==> src/hdl/rmslm_pkg.sv <==
`timescale 1ns / 1ps
`default_nettype none

package rmslm_pkg;

    localparam int NUM_CH     = 4;
    localparam int SAMPLE_W   = 16;
    localparam int RMS_W      = 16;
    localparam int FRAMES_W   = 10;
    localparam int MAX_FRAMES = 512;

    // The count must be able to hold MAX_FRAMES itself.
    localparam int CNT_W = $clog2(MAX_FRAMES + 1);

    // A square of a 16-bit sample is at most 2**30, so it fits in SQ_W - 1 bits,
    // and MAX_FRAMES of them add at most clog2(MAX_FRAMES) bits.
    localparam int SQ_W      = 2 * SAMPLE_W;
    localparam int SUM_W     = SQ_W - 1 + $clog2(MAX_FRAMES);
    localparam int ROOT_IN_W = 2 * RMS_W;
    localparam int RREM_W    = RMS_W + 2;
    localparam int STEP_W    = $clog2(SUM_W);

    typedef logic signed [SAMPLE_W-1:0] sample_t;
    typedef logic [RMS_W-1:0]           rms_t;
    typedef logic [CNT_W-1:0]           count_t;

    typedef struct packed {
        logic   load;
        logic   mul;
        logic   acc;
        logic   div_init;
        logic   div_step;
        logic   root_step;
        count_t divisor;
    } lane_ctrl_t;

    typedef struct packed {
        logic   load;
        logic   overrun;
        count_t frames;
    } merge_ctrl_t;

endpackage

`default_nettype wire

==> src/hdl/rmslm_if.sv <==
`timescale 1ns / 1ps
`default_nettype none

interface rmslm_in_if;
    logic                    valid;
    logic                    ready;
    rmslm_pkg::sample_t      sample_ch0;
    rmslm_pkg::sample_t      sample_ch1;
    rmslm_pkg::sample_t      sample_ch2;
    rmslm_pkg::sample_t      sample_ch3;
    logic                    last_frame;

    modport source (output valid, output sample_ch0, output sample_ch1,
                    output sample_ch2, output sample_ch3, output last_frame,
                    input ready);
    modport sink   (input valid, input sample_ch0, input sample_ch1,
                    input sample_ch2, input sample_ch3, input last_frame,
                    output ready);
endinterface

interface rmslm_out_if;
    logic                              valid;
    logic                              ready;
    rmslm_pkg::rms_t                   rms_ch0;
    rmslm_pkg::rms_t                   rms_ch1;
    rmslm_pkg::rms_t                   rms_ch2;
    rmslm_pkg::rms_t                   rms_ch3;
    logic [rmslm_pkg::FRAMES_W-1:0]    frames_used;
    logic                              overrun;

    modport source (output valid, output rms_ch0, output rms_ch1, output rms_ch2,
                    output rms_ch3, output frames_used, output overrun,
                    input ready);
    modport sink   (input valid, input rms_ch0, input rms_ch1, input rms_ch2,
                    input rms_ch3, input frames_used, input overrun,
                    output ready);
endinterface

`default_nettype wire

==> src/hdl/rmslm_lane.sv <==
`timescale 1ns / 1ps
`default_nettype none

module rmslm_lane
(
    input  wire logic                  clk,
    input  wire logic                  rst_n,
    input  wire rmslm_pkg::sample_t    sample,
    input  wire rmslm_pkg::lane_ctrl_t ctrl,
    output rmslm_pkg::rms_t            root
);

    logic [rmslm_pkg::SAMPLE_W-1:0]  mag_reg,  mag_next;
    logic [rmslm_pkg::SQ_W-1:0]      sq_reg,   sq_next;
    logic [rmslm_pkg::SUM_W-1:0]     sum_reg,  sum_next;
    logic [rmslm_pkg::SUM_W-1:0]     quo_reg,  quo_next;
    rmslm_pkg::count_t               rem_reg,  rem_next;
    rmslm_pkg::rms_t                 root_reg, root_next;
    logic [rmslm_pkg::RREM_W-1:0]    rrem_reg, rrem_next;

    logic [rmslm_pkg::CNT_W:0]       div_trial;
    logic [rmslm_pkg::CNT_W:0]       div_diff;
    logic                            div_ge;
    logic [rmslm_pkg::RREM_W+1:0]    rt_trial_rem;
    logic [rmslm_pkg::RREM_W+1:0]    rt_trial;
    logic [rmslm_pkg::RREM_W+1:0]    rt_diff;
    logic                            rt_ge;

    // Restoring division, one quotient bit per step; the quotient shifts in
    // behind the dividend bits in the same register.
    assign div_trial = {rem_reg, quo_reg[rmslm_pkg::SUM_W-1]};
    assign div_ge    = div_trial >= {1'b0, ctrl.divisor};
    assign div_diff  = div_trial - {1'b0, ctrl.divisor};

    // Digit-by-digit square root, two radicand bits per step.
    assign rt_trial_rem = {rrem_reg, quo_reg[rmslm_pkg::ROOT_IN_W-1 -: 2]};
    assign rt_trial     = {2'b00, root_reg, 2'b01};
    assign rt_ge        = rt_trial_rem >= rt_trial;
    assign rt_diff      = rt_trial_rem - rt_trial;

    always_comb
    begin
        mag_next  = mag_reg;
        sq_next   = sq_reg;
        sum_next  = sum_reg;
        quo_next  = quo_reg;
        rem_next  = rem_reg;
        root_next = root_reg;
        rrem_next = rrem_reg;
        if (ctrl.load)
        begin
            mag_next = sample[rmslm_pkg::SAMPLE_W-1] ? (~sample + 1'b1) : sample;
        end
        if (ctrl.mul)
        begin
            sq_next = mag_reg * mag_reg;
        end
        if (ctrl.acc)
        begin
            sum_next = sum_reg + rmslm_pkg::SUM_W'(sq_reg);
        end
        if (ctrl.div_init)
        begin
            quo_next  = sum_reg;
            sum_next  = '0;
            rem_next  = '0;
            root_next = '0;
            rrem_next = '0;
        end
        if (ctrl.div_step)
        begin
            rem_next = div_ge ? div_diff[rmslm_pkg::CNT_W-1:0]
                              : div_trial[rmslm_pkg::CNT_W-1:0];
            quo_next = {quo_reg[rmslm_pkg::SUM_W-2:0], div_ge};
        end
        if (ctrl.root_step)
        begin
            rrem_next = rt_ge ? rt_diff[rmslm_pkg::RREM_W-1:0]
                              : rt_trial_rem[rmslm_pkg::RREM_W-1:0];
            root_next = {root_reg[rmslm_pkg::RMS_W-2:0], rt_ge};
            quo_next  = {quo_reg[rmslm_pkg::SUM_W-3:0], 2'b00};
        end
    end

    always_ff @(posedge clk or negedge rst_n)
    begin
        if (!rst_n)
        begin
            sum_reg <= '0;
        end
        else
        begin
            sum_reg <= sum_next;
        end
    end

    always_ff @(posedge clk)
    begin
        mag_reg  <= mag_next;
        sq_reg   <= sq_next;
        quo_reg  <= quo_next;
        rem_reg  <= rem_next;
        root_reg <= root_next;
        rrem_reg <= rrem_next;
    end

    assign root = root_reg;

endmodule

`default_nettype wire

==> src/hdl/rmslm_merge.sv <==
`timescale 1ns / 1ps
`default_nettype none

module rmslm_merge
(
    input  wire logic                   clk,
    input  wire logic                   rst_n,
    input  wire rmslm_pkg::rms_t        roots [rmslm_pkg::NUM_CH],
    input  wire rmslm_pkg::merge_ctrl_t ctrl,
    output logic                        free,
    rmslm_out_if.source                 level_out
);

    logic                             valid_reg, valid_next;
    rmslm_pkg::rms_t                  rms_reg [rmslm_pkg::NUM_CH];
    logic [rmslm_pkg::FRAMES_W-1:0]   frames_reg;
    logic                             overrun_reg;

    assign free = !valid_reg || level_out.ready;

    always_comb
    begin
        valid_next = valid_reg;
        if (ctrl.load)
        begin
            valid_next = 1'b1;
        end
        else if (level_out.ready)
        begin
            valid_next = 1'b0;
        end
    end

    always_ff @(posedge clk or negedge rst_n)
    begin
        if (!rst_n)
        begin
            valid_reg <= 1'b0;
        end
        else
        begin
            valid_reg <= valid_next;
        end
    end

    always_ff @(posedge clk)
    begin
        if (ctrl.load)
        begin
            for (int i = 0; i < rmslm_pkg::NUM_CH; i++)
            begin
                rms_reg[i] <= roots[i];
            end
            frames_reg  <= rmslm_pkg::FRAMES_W'(ctrl.frames);
            overrun_reg <= ctrl.overrun;
        end
    end

    assign level_out.valid       = valid_reg;
    assign level_out.rms_ch0     = rms_reg[0];
    assign level_out.rms_ch1     = rms_reg[1];
    assign level_out.rms_ch2     = rms_reg[2];
    assign level_out.rms_ch3     = rms_reg[3];
    assign level_out.frames_used = frames_reg;
    assign level_out.overrun     = overrun_reg;

endmodule

`default_nettype wire

==> src/hdl/multichannel_rms_level_meter_unit.sv <==
// Channel     Direction  Word
// frame_in    in         four signed 16-bit samples and last_frame
// level_out   out        four 16-bit RMS levels, frames_used, overrun
//
// A frame that does not end a block is processed as magnitude, square, accumulate.
// A frame that ends a block then also runs the bit-serial divider and
// the two-bit-per-step square root in each lane.
// All four lanes run in lockstep under one sequencer.
// Reset clears the sums, the frame count, the overrun flag and the output valid.
// The result sits in an output register; a stalled consumer holds the sequencer
// only when the next block result is ready to load.
`timescale 1ns / 1ps
`default_nettype none

module multichannel_rms_level_meter_unit
(
    input  wire logic   clk,
    input  wire logic   rst_n,
    rmslm_in_if.sink    frame_in,
    rmslm_out_if.source level_out
);

    localparam logic [2:0] S_IDLE = 3'd0;
    localparam logic [2:0] S_MUL  = 3'd1;
    localparam logic [2:0] S_ACC  = 3'd2;
    localparam logic [2:0] S_INIT = 3'd3;
    localparam logic [2:0] S_DIV  = 3'd4;
    localparam logic [2:0] S_ROOT = 3'd5;
    localparam logic [2:0] S_OUT  = 3'd6;

    logic [2:0]                     state_reg,   state_next;
    rmslm_pkg::count_t              count_reg,   count_next;
    logic                           overrun_reg, overrun_next;
    logic                           last_reg,    last_next;
    logic                           take_reg,    take_next;
    logic [rmslm_pkg::STEP_W-1:0]   step_reg,    step_next;

    logic                           accept;
    logic                           room;
    logic                           merge_free;
    rmslm_pkg::lane_ctrl_t          lane_ctrl;
    rmslm_pkg::merge_ctrl_t         merge_ctrl;
    rmslm_pkg::sample_t             samples [rmslm_pkg::NUM_CH];
    rmslm_pkg::rms_t                roots   [rmslm_pkg::NUM_CH];

    assign frame_in.ready = (state_reg == S_IDLE);
    assign accept         = frame_in.valid && frame_in.ready;
    assign room           = count_reg < rmslm_pkg::CNT_W'(rmslm_pkg::MAX_FRAMES);

    assign samples[0] = frame_in.sample_ch0;
    assign samples[1] = frame_in.sample_ch1;
    assign samples[2] = frame_in.sample_ch2;
    assign samples[3] = frame_in.sample_ch3;

    always_comb
    begin
        lane_ctrl.load      = accept;
        lane_ctrl.mul       = (state_reg == S_MUL);
        lane_ctrl.acc       = (state_reg == S_ACC) && take_reg;
        lane_ctrl.div_init  = (state_reg == S_INIT);
        lane_ctrl.div_step  = (state_reg == S_DIV);
        lane_ctrl.root_step = (state_reg == S_ROOT);
        lane_ctrl.divisor   = count_reg;

        merge_ctrl.load     = (state_reg == S_OUT) && merge_free;
        merge_ctrl.overrun  = overrun_reg;
        merge_ctrl.frames   = count_reg;
    end

    always_comb
    begin
        state_next   = state_reg;
        count_next   = count_reg;
        overrun_next = overrun_reg;
        last_next    = last_reg;
        take_next    = take_reg;
        step_next    = step_reg;
        unique case (state_reg)
            S_IDLE:
            begin
                if (accept)
                begin
                    last_next  = frame_in.last_frame;
                    take_next  = room;
                    // A full block drops the word and remembers it.
                    if (!room)
                    begin
                        overrun_next = 1'b1;
                    end
                    state_next = S_MUL;
                end
            end
            S_MUL:
            begin
                state_next = S_ACC;
            end
            S_ACC:
            begin
                if (take_reg)
                begin
                    count_next = count_reg + 1'b1;
                end
                state_next = last_reg ? S_INIT : S_IDLE;
            end
            S_INIT:
            begin
                step_next  = rmslm_pkg::STEP_W'(rmslm_pkg::SUM_W - 1);
                state_next = S_DIV;
            end
            S_DIV:
            begin
                if (step_reg == '0)
                begin
                    step_next  = rmslm_pkg::STEP_W'(rmslm_pkg::RMS_W - 1);
                    state_next = S_ROOT;
                end
                else
                begin
                    step_next = step_reg - 1'b1;
                end
            end
            S_ROOT:
            begin
                if (step_reg == '0)
                begin
                    state_next = S_OUT;
                end
                else
                begin
                    step_next = step_reg - 1'b1;
                end
            end
            S_OUT:
            begin
                if (merge_free)
                begin
                    count_next   = '0;
                    overrun_next = 1'b0;
                    state_next   = S_IDLE;
                end
            end
            default:
            begin
                state_next = S_IDLE;
            end
        endcase
    end

    always_ff @(posedge clk or negedge rst_n)
    begin
        if (!rst_n)
        begin
            state_reg   <= S_IDLE;
            count_reg   <= '0;
            overrun_reg <= 1'b0;
        end
        else
        begin
            state_reg   <= state_next;
            count_reg   <= count_next;
            overrun_reg <= overrun_next;
        end
    end

    always_ff @(posedge clk)
    begin
        last_reg <= last_next;
        take_reg <= take_next;
        step_reg <= step_next;
    end

    for (genvar i = 0; i < rmslm_pkg::NUM_CH; i++)
    begin : g_lane
        rmslm_lane u_lane
        (
            .clk    (clk),
            .rst_n  (rst_n),
            .sample (samples[i]),
            .ctrl   (lane_ctrl),
            .root   (roots[i])
        );
    end

    rmslm_merge u_merge
    (
        .clk       (clk),
        .rst_n     (rst_n),
        .roots     (roots),
        .ctrl      (merge_ctrl),
        .free      (merge_free),
        .level_out (level_out)
    );

endmodule

`default_nettype wire

==> src/flat_wrapper.sv <==
// flat-port wrapper written by rule: the top's interface ports become plain ports
module multichannel_rms_level_meter_unit_flat 
  (clk, rst_n, frame_in_valid, frame_in_sample_ch0, frame_in_sample_ch1, frame_in_sample_ch2, frame_in_sample_ch3, frame_in_last_frame, frame_in_ready, level_out_valid, level_out_rms_ch0, level_out_rms_ch1, level_out_rms_ch2, level_out_rms_ch3, level_out_frames_used, level_out_overrun, level_out_ready);
  rmslm_in_if frame_in_i ();
  rmslm_out_if level_out_i ();
  input  wire logic clk;
  input  wire logic rst_n;
  input wire logic [$bits(frame_in_i.valid)-1:0] frame_in_valid;
  input wire logic [$bits(frame_in_i.sample_ch0)-1:0] frame_in_sample_ch0;
  input wire logic [$bits(frame_in_i.sample_ch1)-1:0] frame_in_sample_ch1;
  input wire logic [$bits(frame_in_i.sample_ch2)-1:0] frame_in_sample_ch2;
  input wire logic [$bits(frame_in_i.sample_ch3)-1:0] frame_in_sample_ch3;
  input wire logic [$bits(frame_in_i.last_frame)-1:0] frame_in_last_frame;
  output wire logic [$bits(frame_in_i.ready)-1:0] frame_in_ready;
  output wire logic [$bits(level_out_i.valid)-1:0] level_out_valid;
  output wire logic [$bits(level_out_i.rms_ch0)-1:0] level_out_rms_ch0;
  output wire logic [$bits(level_out_i.rms_ch1)-1:0] level_out_rms_ch1;
  output wire logic [$bits(level_out_i.rms_ch2)-1:0] level_out_rms_ch2;
  output wire logic [$bits(level_out_i.rms_ch3)-1:0] level_out_rms_ch3;
  output wire logic [$bits(level_out_i.frames_used)-1:0] level_out_frames_used;
  output wire logic [$bits(level_out_i.overrun)-1:0] level_out_overrun;
  input wire logic [$bits(level_out_i.ready)-1:0] level_out_ready;
  assign frame_in_i.valid = frame_in_valid;
  assign frame_in_i.sample_ch0 = frame_in_sample_ch0;
  assign frame_in_i.sample_ch1 = frame_in_sample_ch1;
  assign frame_in_i.sample_ch2 = frame_in_sample_ch2;
  assign frame_in_i.sample_ch3 = frame_in_sample_ch3;
  assign frame_in_i.last_frame = frame_in_last_frame;
  assign frame_in_ready = frame_in_i.ready;
  assign level_out_valid = level_out_i.valid;
  assign level_out_rms_ch0 = level_out_i.rms_ch0;
  assign level_out_rms_ch1 = level_out_i.rms_ch1;
  assign level_out_rms_ch2 = level_out_i.rms_ch2;
  assign level_out_rms_ch3 = level_out_i.rms_ch3;
  assign level_out_frames_used = level_out_i.frames_used;
  assign level_out_overrun = level_out_i.overrun;
  assign level_out_i.ready = level_out_ready;
  multichannel_rms_level_meter_unit u_core (.clk(clk), .rst_n(rst_n), .frame_in(frame_in_i), .level_out(level_out_i));
endmodule
==> config.mk <==
export PLATFORM = sky130hd
export DESIGN_NAME = multichannel_rms_level_meter_unit_flat
export DESIGN_NICKNAME = d
export VERILOG_FILES = /design/src/hdl/rmslm_pkg.sv /design/src/hdl/rmslm_if.sv /design/src/hdl/rmslm_lane.sv /design/src/hdl/rmslm_merge.sv /design/src/hdl/multichannel_rms_level_meter_unit.sv /design/src/flat_wrapper.sv
export SDC_FILE = /design/constraint.sdc
export NUM_CORES = 2
export LEC_CHECK = 0
export ABC_AREA = 1
export ABC_CLOCK_PERIOD_IN_PS = 6400
export BUFFER_PORTS_ARGS = -buffer_cell sky130_fd_sc_hd__buf_2
export CAP_MARGIN = 30
export CORE_MARGIN = 2
export CORE_UTILIZATION = 55
export DETAILED_ROUTE_END_ITERATION = 8
export GPL_TIMING_DRIVEN = 0
export PLACE_DENSITY = 0.74
export SLEW_MARGIN = 10
export SYNTH_ARGS = -nofsm -noshare
export SYNTH_HDL_FRONTEND = slang
export SYNTH_HIERARCHICAL = 1
export SYNTH_SLANG_ARGS = --single-unit
==> constraint.sdc <==
create_clock -name clk -period 6.4 [get_ports clk]
set_input_delay 1.28 -clock clk [delete_from_list [all_inputs] [get_ports clk]]
set_output_delay 1.28 -clock clk [all_outputs]
set_load 0.005 [all_outputs]
==> out/qor.txt <==
I/O pin total: 146
clock sink count: 782
critical path class: register to register
top cells by count, synth: nand2_1 (2656), inv_1 (2074), nor2_1 (870)
Net Count, Synth: 11500
vias per inst: 5.30
simple-gate share of the synthesized area: 21.7%
Hold Fails Final Rpt: 0
Initial Util: 55.5%
Max FO, Critical Path: 10
Hold Path Class: register to register
Worst-path clk slew: 0.06 ns
Post-Synth Adder-Cell Area: 27.1%
Routed WL: 199000 um
Final HPWL DP: 160000 um
Final WS setup: 0.238 ns
Diodes inserted: 0
CP Launch Type: register
final setup skew: 0.0386 ns
worst-margin pin slew: 1.02 ns
global route overflow: 0
die footprint: 0.146 mm2
die width: 383 um
Synth area leader: edfxtp_1
main area contributors after synthesis: edfxtp_1 (23%), fa_1 (17%), nand2_1 (13%), ha_1 (10%), inv_1 (9.9%)
Starting DRT DRC Count: 5034
GRT Util Overall: 27.5%
clk root buf: clkbuf_16
Highest Clock Rate: 162 MHz
CTS tree: done
Max H-tree Level: 3
largest net degree at the start of global routing: 86
max_slew headroom: 31.8%
Post-synth ARST share: 22.4%
Crit. End Element: register
Avg WL per Cell: 16.1 um
Place WS: -0.377 ns
CTS buffer count: 92
layout net count: 11800
largest family of logic cells by synthesized area: adder cells
Setup violations, final: 0
RSZ-0062 raised after global routing: yes
Met1 Routed Length: 89200 um
sequential area share after synthesis: 28.6%
GPL Wtd Cong: 0.950
Period minus WS final: 6.16 ns
post-route ant nets: 0
Site Rows: 138
Syn Std Cell Area: 0.0788 mm2
met3 wire length: 13800 um
layout cells sized above 1: 6.08%
area share of the largest cell type after synthesis: 22.8%
share of the clock period used by the worst path: 96.3%
Worst EP arrival: 6.61 ns
first-pass iteration count of the detailed router: 8
PortBufs: 144
Main synth FF type: edfxtp_1
Post-Synth XOR/XNOR Area: 2.79%
post-synthesis compound-gate area fraction: 8.41%
number of synthesized flops with an enable pin: 599
DRC: 0
clock latency at the later pin of the worst-skew pair: 0.74 ns
met2 wire length: 92100 um
max-cap viol count: 0
die height: 383 um
setup TNS: 0 ns
most common cell in the netlist: nand2_1
proportion of synthesized area in mux cells: 0.0286%
Hold Buf Count CTS: 0
final-report max-slew violation count: 0
WHS: 0.445 ns
Post-Synthesis Cells: 10100
Crit path required time: 6.85 ns
area delta synth->final: 9.14%
#FFs+latches synth: 782
outcome: finished, final reports clean
antenna violations before repair: 0
DR vias: 65500
core area: 0.142 mm2
Max Used Layer: met4
syn avg cell area: 7.79 um2
vias in the first global route: 66000
first-pass GRT wire length: 328000 um
Cell variety after synth: 65
Ys Warns: 6
clk buf depth: 3
routing by layer:
metal	track usage, %	vias up
li1	-	32200
met1	38.3	31200
met2	45.5	1994
met3	3.70	241
met4	6.63	0
met5	0	-
worst max-delay path, cell delays in order, from the launching register on:
cell      delay, ns
edfxtp_1       0.50
buf_2          0.32
nand2_1        0.12
fa_1           0.62
inv_1          0.09
fa_1           0.52
fa_1           0.52
fa_1           0.52
fa_1           0.55
inv_1          0.05
fa_1           0.54
inv_1          0.05
ha_1           0.39
a21oi_1        0.20
inv_1          0.07
a21oi_1        0.17
nor2_1         0.06
nor2_1         0.16
nor2_1         0.06
nor2_1         0.17
nand2_1        0.08
nand2_1        0.06
nand2_1        0.07
layout make-up:
type | count | area, um2
buffer | 222 | 1090
clock buffer | 113 | 2500
clock inverter | 60 | 761
fill | 12700 | 55900
inverter | 2089 | 7850
multi-input combinational | 6986 | 47400
sequential | 782 | 22500
tap | 1890 | 2360
timing repair buffer | 218 | 1540
cells in the final DEF (no fill, tap or decap), types with 303 or more instances in the layout:
cell type  count
ha_1         658
nand3_1      343
nand2_1     2648
edfxtp_1     599
nor2_1       863
fa_1         656
a21oi_1      747
o21ai_0      303
inv_1       2073
path summary, 6_finish.rpt:
check                      cells after the start                             endpoint                                from  slack (ns)
max reg2reg                                   22   u_core/g_lane[1].u_lane/sq_reg[29]  u_core/g_lane[1].u_lane/mag_reg[1]        0.24
max in group asynchronous                      2   u_core/g_lane[1].u_lane/sum_reg[3]                               rst_n        5.11
min reg2reg                                    0        u_core/u_merge/rms_reg[3][15]    u_core/g_lane[3].u_lane/root[15]        0.44
max                                           22   u_core/g_lane[1].u_lane/sq_reg[29]  u_core/g_lane[1].u_lane/mag_reg[1]        0.24
min                                            0        u_core/u_merge/rms_reg[3][15]    u_core/g_lane[3].u_lane/root[15]        0.44
min in group asynchronous                      1  u_core/g_lane[2].u_lane/sum_reg[32]                               rst_n        0.45
per-stage QoR:
stage	cells	instance area (um2)	utilization (%)
detailed placement	12200	82400	58.0
CTS	12300	85700	60.4
global placement	12200	81900	57.7
finish	12400	86000	60.6
floorplan	10100	78800	-
global route	12400	86000	60.6
cells by family after synthesis:
logic type / count (synthesis)
fa+ha+maj: 1314
mux: 2
compound gates: 1235
xor+xnor: 251
buf+inv: 2353
flops: 782
simple gates: 4184
repair_timing:
action | in CTS | in global routing
setup endpoints to repair | 39 | 64
setup buffers | 0 | 55
resized for setup | 47 | 80
Power is not shown: default switching activity piles up to over one toggle a cycle in this logic, so the estimate is an artifact.
